[src/design/hcbb_pkg.sv]
// hcbb_pkg: shared types and constants for the hex command bus bridge.
// No dependencies; used by hcbb_decode and hex_command_bus_bridge_top.
package hcbb_pkg;

	typedef enum logic [3:0] {
		ACT_WR_BYTE = 4'd0,
		ACT_WR_HALF = 4'd1,
		ACT_WR_WORD = 4'd2,
		ACT_RD_BYTE = 4'd3,
		ACT_RD_HALF = 4'd4,
		ACT_RD_WORD = 4'd5,
		ACT_BULK_RD = 4'd6,
		ACT_JUMP    = 4'd7,
		ACT_OTHER   = 4'd8
	} action_t;

	localparam logic [7:0] CH_IDLE   = 8'hFF;
	localparam logic [7:0] CH_HASH   = 8'h23;
	localparam logic [7:0] CH_COMMA  = 8'h2C;
	localparam logic [7:0] CMD_IDLE  = 8'h7A;
	localparam logic [7:0] CMD_SEND  = 8'h53;
	localparam logic [7:0] CMD_WR_B  = 8'h4F;
	localparam logic [7:0] CMD_WR_H  = 8'h48;
	localparam logic [7:0] CMD_WR_W  = 8'h57;
	localparam logic [7:0] CMD_RD_B  = 8'h6F;
	localparam logic [7:0] CMD_RD_H  = 8'h68;
	localparam logic [7:0] CMD_RD_W  = 8'h77;
	localparam logic [7:0] CMD_BULK  = 8'h52;
	localparam logic [7:0] CMD_JUMP  = 8'h47;
	localparam logic [3:0] HEX_ALPHA = 4'hA;

	typedef struct packed {
		logic       idle;
		logic       hash;
		logic       comma;
		logic       digit;
		logic [3:0] nibble;
	} char_class_t;

endpackage

[src/design/hex_command_bus_bridge_top.sv]
// hex_command_bus_bridge_top: ASCII hex monitor parser emitting bus actions.
// Depends on hcbb_pkg and hcbb_decode.
// Stages: the input register byte_s1, then the output register that holds each result.
// Throughput: one word per cycle; the input stage advances whenever the output register is
// empty or being taken. Parser state is updated once per word in the second stage.
// Reset (arst_n low, async): both stages empty, number/address/payload cleared, command 'z'.
module hex_command_bus_bridge_top #(
	parameter int ADDR_BITS = 32
) (
	input  logic        clk,
	input  logic        arst_n,
	input  logic        s_axis_tvalid,
	output logic        s_axis_tready,
	input  logic [7:0]  s_axis_tdata,  // [7:0] rx_byte
	output logic        m_axis_tvalid,
	input  logic        m_axis_tready,
	output logic [79:0] m_axis_tdata   // [3:0] action, [35:4] bus_address,
	                                   // [67:36] bus_value, [75:68] command_char, rest zero
);
	import hcbb_pkg::*;

	localparam int AW = (ADDR_BITS < 32) ? ADDR_BITS : 32;

	logic          valid_s1;
	logic [7:0]    byte_s1;
	logic          advance;

	logic [31:0]   number_q;
	logic [AW-1:0] address_q;
	logic [7:0]    command_q;
	logic [31:0]   payload_left_q;
	logic [AW-1:0] payload_ptr_q;

	action_t       out_action_q;
	logic [31:0]   out_addr_q;
	logic [31:0]   out_value_q;
	logic [7:0]    out_cmd_q;

	char_class_t   cls;
	action_t       cmd_action;
	logic          cmd_is_send;
	logic          in_payload;
	logic          do_step;

	logic          res_valid;
	action_t       res_action;
	logic [31:0]   res_addr;
	logic [31:0]   res_value;
	logic [7:0]    res_cmd;

	hcbb_decode u_decode (
		.rx_byte (byte_s1),
		.command (command_q),
		.cls     (cls),
		.action  (cmd_action),
		.is_send (cmd_is_send)
	);

	assign advance       = !m_axis_tvalid || m_axis_tready;
	assign s_axis_tready = !valid_s1 || advance;
	assign in_payload    = (payload_left_q != '0);
	assign do_step       = valid_s1 && advance;

	always_ff @(posedge clk or negedge arst_n) begin
		if (!arst_n) begin
			valid_s1 <= 1'b0;
		end else if (s_axis_tready) begin
			valid_s1 <= s_axis_tvalid;
		end
	end

	always_ff @(posedge clk) begin
		if (s_axis_tready && s_axis_tvalid) begin
			byte_s1 <= s_axis_tdata;
		end
	end

	// result of the current word
	always_comb begin
		res_valid  = 1'b0;
		res_action = ACT_OTHER;
		res_addr   = 32'(address_q);
		res_value  = number_q;
		res_cmd    = command_q;
		if (in_payload) begin
			res_valid  = 1'b1;
			res_action = ACT_WR_BYTE;
			res_addr   = 32'(payload_ptr_q);
			res_value  = 32'(byte_s1);
			res_cmd    = CMD_SEND;
		end else if (cls.hash && !cmd_is_send) begin
			res_valid  = 1'b1;
			res_action = cmd_action;
			case (cmd_action) inside
				ACT_WR_BYTE: res_value = 32'(number_q[7:0]);
				ACT_WR_HALF: res_value = 32'(number_q[15:0]);
				ACT_RD_BYTE, ACT_RD_HALF, ACT_RD_WORD: res_value = '0;
				ACT_JUMP: begin
					res_addr  = number_q;
					res_value = '0;
				end
				default: res_value = number_q;
			endcase
		end
	end

	always_ff @(posedge clk or negedge arst_n) begin
		if (!arst_n) begin
			number_q       <= '0;
			address_q      <= '0;
			command_q      <= CMD_IDLE;
			payload_left_q <= '0;
			payload_ptr_q  <= '0;
		end else if (do_step) begin
			if (in_payload) begin
				payload_ptr_q  <= payload_ptr_q + AW'(1);
				payload_left_q <= payload_left_q - 32'd1;
			end else if (cls.idle) begin
				number_q <= number_q;
			end else if (cls.hash) begin
				if (cmd_is_send) begin
					payload_left_q <= number_q;
					payload_ptr_q  <= address_q;
				end
				command_q <= CMD_IDLE;
				number_q  <= '0;
			end else if (cls.digit) begin
				number_q <= {number_q[27:0], cls.nibble};
			end else if (cls.comma) begin
				address_q <= number_q[AW-1:0];
				number_q  <= '0;
			end else begin
				command_q <= byte_s1;
				number_q  <= '0;
			end
		end
	end

	always_ff @(posedge clk or negedge arst_n) begin
		if (!arst_n) begin
			m_axis_tvalid <= 1'b0;
		end else if (advance) begin
			m_axis_tvalid <= do_step && res_valid;
		end
	end

	always_ff @(posedge clk) begin
		if (do_step && res_valid) begin
			out_action_q <= res_action;
			out_addr_q   <= res_addr;
			out_value_q  <= res_value;
			out_cmd_q    <= res_cmd;
		end
	end

	assign m_axis_tdata = {4'b0, out_cmd_q, out_value_q, out_addr_q, out_action_q};

	// payload words always produce a byte write
	a_payload_emits: assert property (@(posedge clk) disable iff (!arst_n)
		do_step && in_payload |=> m_axis_tvalid && out_cmd_q == CMD_SEND
			&& out_action_q == ACT_WR_BYTE)
		else $error("payload word lost");

	// execute returns parser to idle command and clears the number
	a_exec_clears: assert property (@(posedge clk) disable iff (!arst_n)
		do_step && !in_payload && byte_s1 == CH_HASH |=> command_q == CMD_IDLE && number_q == '0)
		else $error("execute did not clear parser");

	// send command never emits its own result
	a_send_silent: assert property (@(posedge clk) disable iff (!arst_n)
		do_step && !in_payload && byte_s1 == CH_HASH && command_q == CMD_SEND |=> !m_axis_tvalid)
		else $error("send command emitted a result");

endmodule

[src/design/hcbb_decode.sv]
// hcbb_decode: classifies a received byte and maps the pending command to an action.
// Depends on hcbb_pkg.
module hcbb_decode (
	input  logic [7:0]           rx_byte,
	input  logic [7:0]           command,
	output hcbb_pkg::char_class_t cls,
	output hcbb_pkg::action_t    action,
	output logic                 is_send
);
	import hcbb_pkg::*;

	always_comb begin
		cls        = '0;
		cls.idle   = (rx_byte == CH_IDLE);
		cls.hash   = (rx_byte == CH_HASH);
		cls.comma  = (rx_byte == CH_COMMA);
		if (rx_byte >= "0" && rx_byte <= "9") begin
			cls.digit  = 1'b1;
			cls.nibble = 4'(rx_byte - 8'("0"));
		end else if (rx_byte >= "A" && rx_byte <= "F") begin
			cls.digit  = 1'b1;
			cls.nibble = 4'(rx_byte - 8'("A")) + HEX_ALPHA;
		end else if (rx_byte >= "a" && rx_byte <= "f") begin
			cls.digit  = 1'b1;
			cls.nibble = 4'(rx_byte - 8'("a")) + HEX_ALPHA;
		end
	end

	always_comb begin
		is_send = (command == CMD_SEND);
		unique case (command)
			CMD_WR_B: action = ACT_WR_BYTE;
			CMD_WR_H: action = ACT_WR_HALF;
			CMD_WR_W: action = ACT_WR_WORD;
			CMD_RD_B: action = ACT_RD_BYTE;
			CMD_RD_H: action = ACT_RD_HALF;
			CMD_RD_W: action = ACT_RD_WORD;
			CMD_BULK: action = ACT_BULK_RD;
			CMD_JUMP: action = ACT_JUMP;
			default:  action = ACT_OTHER;
		endcase
	end

endmodule

[config.mk]
export PLATFORM = sky130hd
export DESIGN_NAME = hex_command_bus_bridge_top
export DESIGN_NICKNAME = d
export VERILOG_FILES = /design/src/design/hcbb_pkg.sv /design/src/design/hex_command_bus_bridge_top.sv /design/src/design/hcbb_decode.sv
export SDC_FILE = /design/constraint.sdc
export NUM_CORES = 1
export LEC_CHECK = 0
export BUFFER_PORTS_ARGS = -buffer_cell sky130_fd_sc_hd__buf_2
export CORE_AREA = 10 10 155 157
export DETAILED_ROUTE_END_ITERATION = 7
export DIE_AREA = 0 0 165 167
export PLACE_DENSITY_LB_ADDON = 0.1
export SETUP_SLACK_MARGIN = 0.4
export SLEW_MARGIN = 0
export SYNTH_ARGS = -nofsm -noshare
export SYNTH_HDL_FRONTEND = slang
export SYNTH_SLANG_ARGS = --single-unit
[constraint.sdc]
create_clock -name clk -period 6.8 [get_ports clk]
set_input_delay 0.34 -clock clk [delete_from_list [all_inputs] [get_ports clk]]
set_output_delay 0.34 -clock clk [all_outputs]
set_load 0.03 [all_outputs]
After elaboration in Yosys (flattened, before gate mapping) --
Index checks and enable logic that the tools add are counted.
Operators by class: $add $sub $neg 7, $lt $le $gt $ge 6, eq/ne operators 20, multiplexer cells 32, bitwise logic cells 5, reductions and logical operators 22
Operators by type and width (count):
- 2-to-1 mux 32 bit | 21
- == test 8 x 7 -> 1 bit (second input constant) | 9
- adder 32 x 1 -> 32 bit (second input constant) | 1
- 2-to-1 mux 8 bit | 4
- case mux 4 bit (8 select lines) | 1
- nonzero test 32 bit | 1
- subtractor 32 x 1 -> 32 bit (second input constant) | 1
- == test 8 x 6 -> 1 bit (second input constant) | 2
- >= comparator 8 x 7 -> 1 bit (second input constant) | 2
- less-or-equal comparator 8 x 7 -> 1 bit (second input constant) | 2
- 2-to-1 mux 5 bit | 3
- == test 4 x 3 -> 1 bit (second input constant) | 3
- subtractor 4 x 1 -> 4 bit (second input constant) | 3
- adder 4 bit (second input constant) | 2
- == test 8 bit (second input constant) | 1
- >= comparator 8 x 6 -> 1 bit (second input constant) | 1
- less-or-equal comparator 8 x 6 -> 1 bit (second input constant) | 1
- logical AND 1 bit | 7
- != test 2 x 1 -> 1 bit (second input constant) | 3
- AND reduction 6 bit | 1
- inverter 1 bit | 5
- AND reduction 5 bit | 1
- == test 4 x 1 -> 1 bit (second input constant) | 1
- == test 4 x 2 -> 1 bit (second input constant) | 1
- other kinds (10) | 15
Word-level totals: bits in registers 222, output and inout port bits 82, word-level logic and storage cells 106

Depth between registers and ports, before layout --
depth after elaboration 9, mapped depth 11, gate-level depth less buffers 7

Modules after synthesis --
Synthesis repeated with hierarchy kept, for this count alone.
Second synthesis, totals: cells, all modules 1063, area, all modules 11179.5 µm²
Modules (own cells, without submodules):
- hex_command_bus_bridge_top | times used 1, cells each 1001, area an instance 10785.3 µm², sequential area each 5982.0 µm²
- hcbb_decode | times used 1, cells each 62, area an instance 394.1 µm², sequential area each 0.0 µm²

Worst setup path after synthesis --
OpenSTA, ideal clock, no wires.
path kind register to register, start point register payload_left_q[0], end point register out_action_q[0] (enable), setup time 0.511 ns, data arrival time 5.043 ns, setup slack 1.246 ns, stages on the path, launching flop included 11, path buffers 3, path through dfrtp_1 > inv_1 > ha_1 > nor3b_1 > and4_1 > buf_2 > nand3_2 > clkbuf_1 > clkbuf_1 > a21oi_1 > nor2_1
On the way: word-level cells in the longest chain between the ends 3
RTL lines:
- start: declaration | RTL line hex_command_bus_bridge_top.sv:31 | logic [31:0] payload_left_q;
- start signal: assignment | RTL line hex_command_bus_bridge_top.sv:117 | payload_left_q <= payload_left_q - 32'd1;
- start signal: assignment | RTL line hex_command_bus_bridge_top.sv:122 | payload_left_q <= number_q;
- nonzero test 32 bit | RTL line hex_command_bus_bridge_top.sv:61 | assign in_payload = (payload_left_q != '0);
- 2-to-1 mux 1 bit | RTL line hex_command_bus_bridge_top.sv:85 | if (in_payload) begin
- logical AND 1 bit | RTL line hex_command_bus_bridge_top.sv:148 | if (do_step && res_valid) begin
- end signal: assignment | RTL line hex_command_bus_bridge_top.sv:149 | out_action_q <= res_action;
- end: declaration | RTL line hex_command_bus_bridge_top.sv:34 | action_t out_action_q;
No other way between the ends. A chain may end at the register's enable or synchronous reset.

Worst setup path in the final report --
start point register payload_left_q[0], end point register out_cmd_q[7] (enable)
On the way: word-level cells in the longest chain between the ends 3
RTL lines:
- nonzero test 32 bit | RTL line hex_command_bus_bridge_top.sv:61
- 2-to-1 mux 1 bit | RTL line hex_command_bus_bridge_top.sv:85
- logical AND 1 bit | RTL line hex_command_bus_bridge_top.sv:148
- end signal: assignment | RTL line hex_command_bus_bridge_top.sv:152 | out_cmd_q <= res_cmd;
- end: declaration | RTL line hex_command_bus_bridge_top.sv:37 | logic [7:0] out_cmd_q;
No other way between the ends.

==> Implementation_results.wiki <==
{| class="wikitable"
! Metric !! Value
|-
| Run status || finished, final reports clean
|-
| TritonCTS clock tree || yes
|-
| Core Region || 20800 µm²
|-
| Max frequency || 242 MHz
|-
| Path class of the lowest-slack min-delay path || input port to register
|-
| Power density cells || 245 nW/µm²
|-
| Total gr overflow || 0
|-
| Leakage dissipation || 0.00561 µW
|-
| Remaining number of nets flagged by the antenna check after routing || 0
|-
| Final min period || 4130 ps
|-
| Count of vias placed by the detailed router || 8943
|-
| CP max stage cell || nor2_4
|-
| Antenna Cells || 0
|-
| Maximum number of pins on one net before global-route repair || 86
|-
| Area of the mapped netlist || 11400 µm²
|-
| Area Growth Syn to Fin || 12.7%
|-
| Setup_tns || 0 ps
|-
| DR DRC count || 0
|-
| YS warnings || 0
|-
| Worst IR Drop VDD || 232 µV
|-
| Proportion of synthesized flip-flops having asynchronous set or reset || 0.622
|-
| Number of distinct library cells after synthesis || 69
|-
| Die X || 165 µm
|-
| Port bufs || 89
|-
| Via count of the first global-routing pass || 8851
|-
| Number of flops mapped to enable cells by yosys || 84
|-
| Synthesized area per cell || 10.3 µm²
|-
| Transition time at the pin with the least slew margin || 1250 ps
|-
| Mean number of vias per cell || 6.16
|-
| Count of boundary I/O pins || 94
|-
| Worst Clk Skew || 9.81 ps
|-
| Worst-Skew Late Latency || 520 ps
|-
| Routability Congestion || 0.849
|-
| Number of buffers created by CTS || 24
|-
| Kind of critical path || register to register
|-
| Most used cells in the layout excluding fill and tap cells || 133 x dfrtp_1, 118 x o21ai_0, 110 x nand2_1
|-
| Relative slew margins || 0.170
|-
| Max Cap Viol || 0
|-
| Clock transition at path regs || 60 ps
|-
| Overall die area || 27600 µm²
|-
| Data required, critical path || 6950 ps
|-
| Layout cell share with drive strength beyond 1 || 0.147
|-
| Number of filler instances in the final layout || 1775
|-
| Register area share after synthesis || 0.525
|-
| Buffer cell driving the clock tree root || clkbuf_16
|-
| Final wirelength || 29.5 mm
|-
| Final #Nets || 1177
|-
| HPWL after detailed placement || 18.6 mm
|-
| Total number of H-tree levels || 1
|-
| Die outline height || 167 µm
|-
| Critical path endpoint category || register
|-
| Worst Setup Slack, final || 2670 ps
|-
| Startpoint class of the critical path || register
|-
| Setup repair after global routing missed its margin || false
|-
| Initial antenna violation count || 0
|-
| Number of rows in the core area || 53
|-
| Largest fanout on the critical path || 85
|-
| List of cells traversed by the critical path || inv_1, ha_1, nor3b_1, and4_1, nand3_4, buf_4, a21oi_1, nor2_4, buf_4
|-
| Number of DRC violations after detailed-routing iteration 0 || 631
|-
| Total count of max-transition violations in the final report || 0
|-
| Flip-flop and latch count after synthesis || 222
|-
| Final setup violating endpoints || 0
|-
| Initial core utilization || 0.547
|-
| Register-to-register setup slack || 2670 ps
|-
| Final Cycle Share || 0.608
|-
| Leading cell type in the layout, fill and taps excluded || dfrtp_1
|-
| Critical Path Most Common Cell || buf_4
|-
| Crit path largest cell delay || 750 ps
|-
| # clock sinks || 222
|-
| Drt first pass iters || 8
|-
| Main flop type after synthesis || dfrtp_1
|-
| Hold Fails Final Rpt || 0
|-
| Clk buf depth || 3
|-
| WL/cell || 20.3 µm
|-
| Setup Fix Bufs, Post-CTS || 0
|-
| Total GRT Usage || 0.211
|-
| Post-synthesis cell count || 1102
|-
| Endpoint arrival time on the critical path || 4280 ps
|-
| Wire length of the first global-routing pass || 48.2 mm
|-
| Post-Place Setup Slack || 2620 ps
|}
==> critical path, delay by kind of cell, from the launching register on <==
kind | cells | cell delay [ps]
fa+ha+maj | 1 | 220
buf+inv | 3 | 1390
compound gates | 1 | 200
flops | 1 | 390
simple gates | 4 | 1490
==> kinds of logic (layout without fill, tap and decap cells) <==
| kind of cell | Yosys count | count (layout) | share of synthesized area |
|---|---|---|---|
| AND/OR/NAND/NOR | 342 | 342 | 0.158 |
| AO/OA/AOI/OAI | 282 | 282 | 0.158 |
| flip-flops | 222 | 222 | 0.525 |
| buffers and inverters | 135 | 206 | 0.0480 |
| multiplexers | 109 | 109 | 0.100 |
| adder cells (fa/ha/maj) | 7 | 7 | 0.00769 |
| XOR/XNOR | 4 | 4 | 0.00308 |
| other | 1 | 4 | 0.000329 |
==> layout make-up <==
class / count / area, µm² / share of cell area
clock buffer: 38 / 724 / 0.0564
clock inverter: 6 / 27.5 / 0.00214
timing repair buffer: 112 / 647 / 0.0504
sequential: 222 / 5980 / 0.466
multi-input combinational: 748 / 4930 / 0.384
tap: 275 / 344 / 0.0268
inverter: 50 / 188 / 0.0146
==> layer usage <==
metal  GRT usage  routed length, µm  share of wire
met1       0.287              13100           0.45
met2       0.339              13800           0.47
met3      0.0436               2070          0.070
met4      0.0474                557          0.019
met5           0                  0              0
==> power by group <==
part           switching, µW  internal, µW  leakage (µW)
Combinational            232           106       0.00274
Sequential              75.6          1480       0.00250
Clock                    527           727      0.000372
Total                    835          2310       0.00561
==> cells in the mapped netlist, types with 6 or more instances <==
cell | n | area (µm²)
nor3_1 | 33 | 165
a22oi_1 | 34 | 255
nor2_1 | 41 | 154
o2bb2ai_1 | 23 | 201
o22ai_1 | 42 | 263
clkbuf_1 | 57 | 214
mux2i_1 | 67 | 671
buf_2 | 16 | 80.1
nand4_1 | 9 | 56.3
nand2b_1 | 8 | 50.1
and3_1 | 10 | 62.6
edfxtp_1 | 84 | 2520
nand3_1 | 24 | 120
mux2_1 | 35 | 394
inv_1 | 50 | 188
or4_1 | 10 | 75.1
buf_1 | 6 | 22.5
a31o_2 | 6 | 52.6
nor4_1 | 32 | 200
dfrtp_1 | 133 | 3330
and2_1 | 29 | 181
o21ai_0 | 118 | 591
ha_1 | 7 | 87.6
mux2_2 | 7 | 78.8
a2bb2oi_1 | 8 | 70.1
a21oi_1 | 17 | 85.1
nand2_1 | 110 | 413
==> repair_timing <==
action,in CTS,in global routing
gates resized for setup,0,0
hold buffers,9,0
endpoints found under the hold margin,87,0
==> final timing paths <==
check	from	cells past startpoint	to
max	payload_left_q[0]	9	out_cmd_q[7]
min	s_axis_tvalid	2	valid_s1
max reg2reg	payload_left_q[0]	9	out_cmd_q[7]
min reg2reg	command_q[6]	2	command_q[6]
max in group asynchronous	arst_n	3	number_q[9]
min in group asynchronous	arst_n	2	address_q[26]
==> flip-flops by register name (all words and copies together), names as in the netlist <==
register,flops
address_q,32
out_value_q,32
valid_s1,1
out_action_q,4
number_q,32
m_axis_tvalid,1
command_q,8
payload_left_q,32
byte_s1,8
out_addr_q,32
payload_ptr_q,32
out_cmd_q,8
==> through the flow <==
| step | cell area, µm² | utilization | power [µW] | cells | hold WS, ps |
|---|---|---|---|---|---|
| finish | 12800 | 0.617 | 3150 | 1451 | 21.6 |
| CTS | 12800 | 0.617 | 3160 | 1451 | 12.1 |
| global route | 12800 | 0.617 | 3260 | 1451 | 22.8 |
| detailed placement | 12000 | 0.576 | 1910 | 1398 | 450 |
| global placement | 12000 | 0.576 | 1910 | 1398 | 450 |
| floorplan | 11400 | - | 1800 | 1105 | 44.4 |
Note: power is estimated with default switching activity, not from simulation.
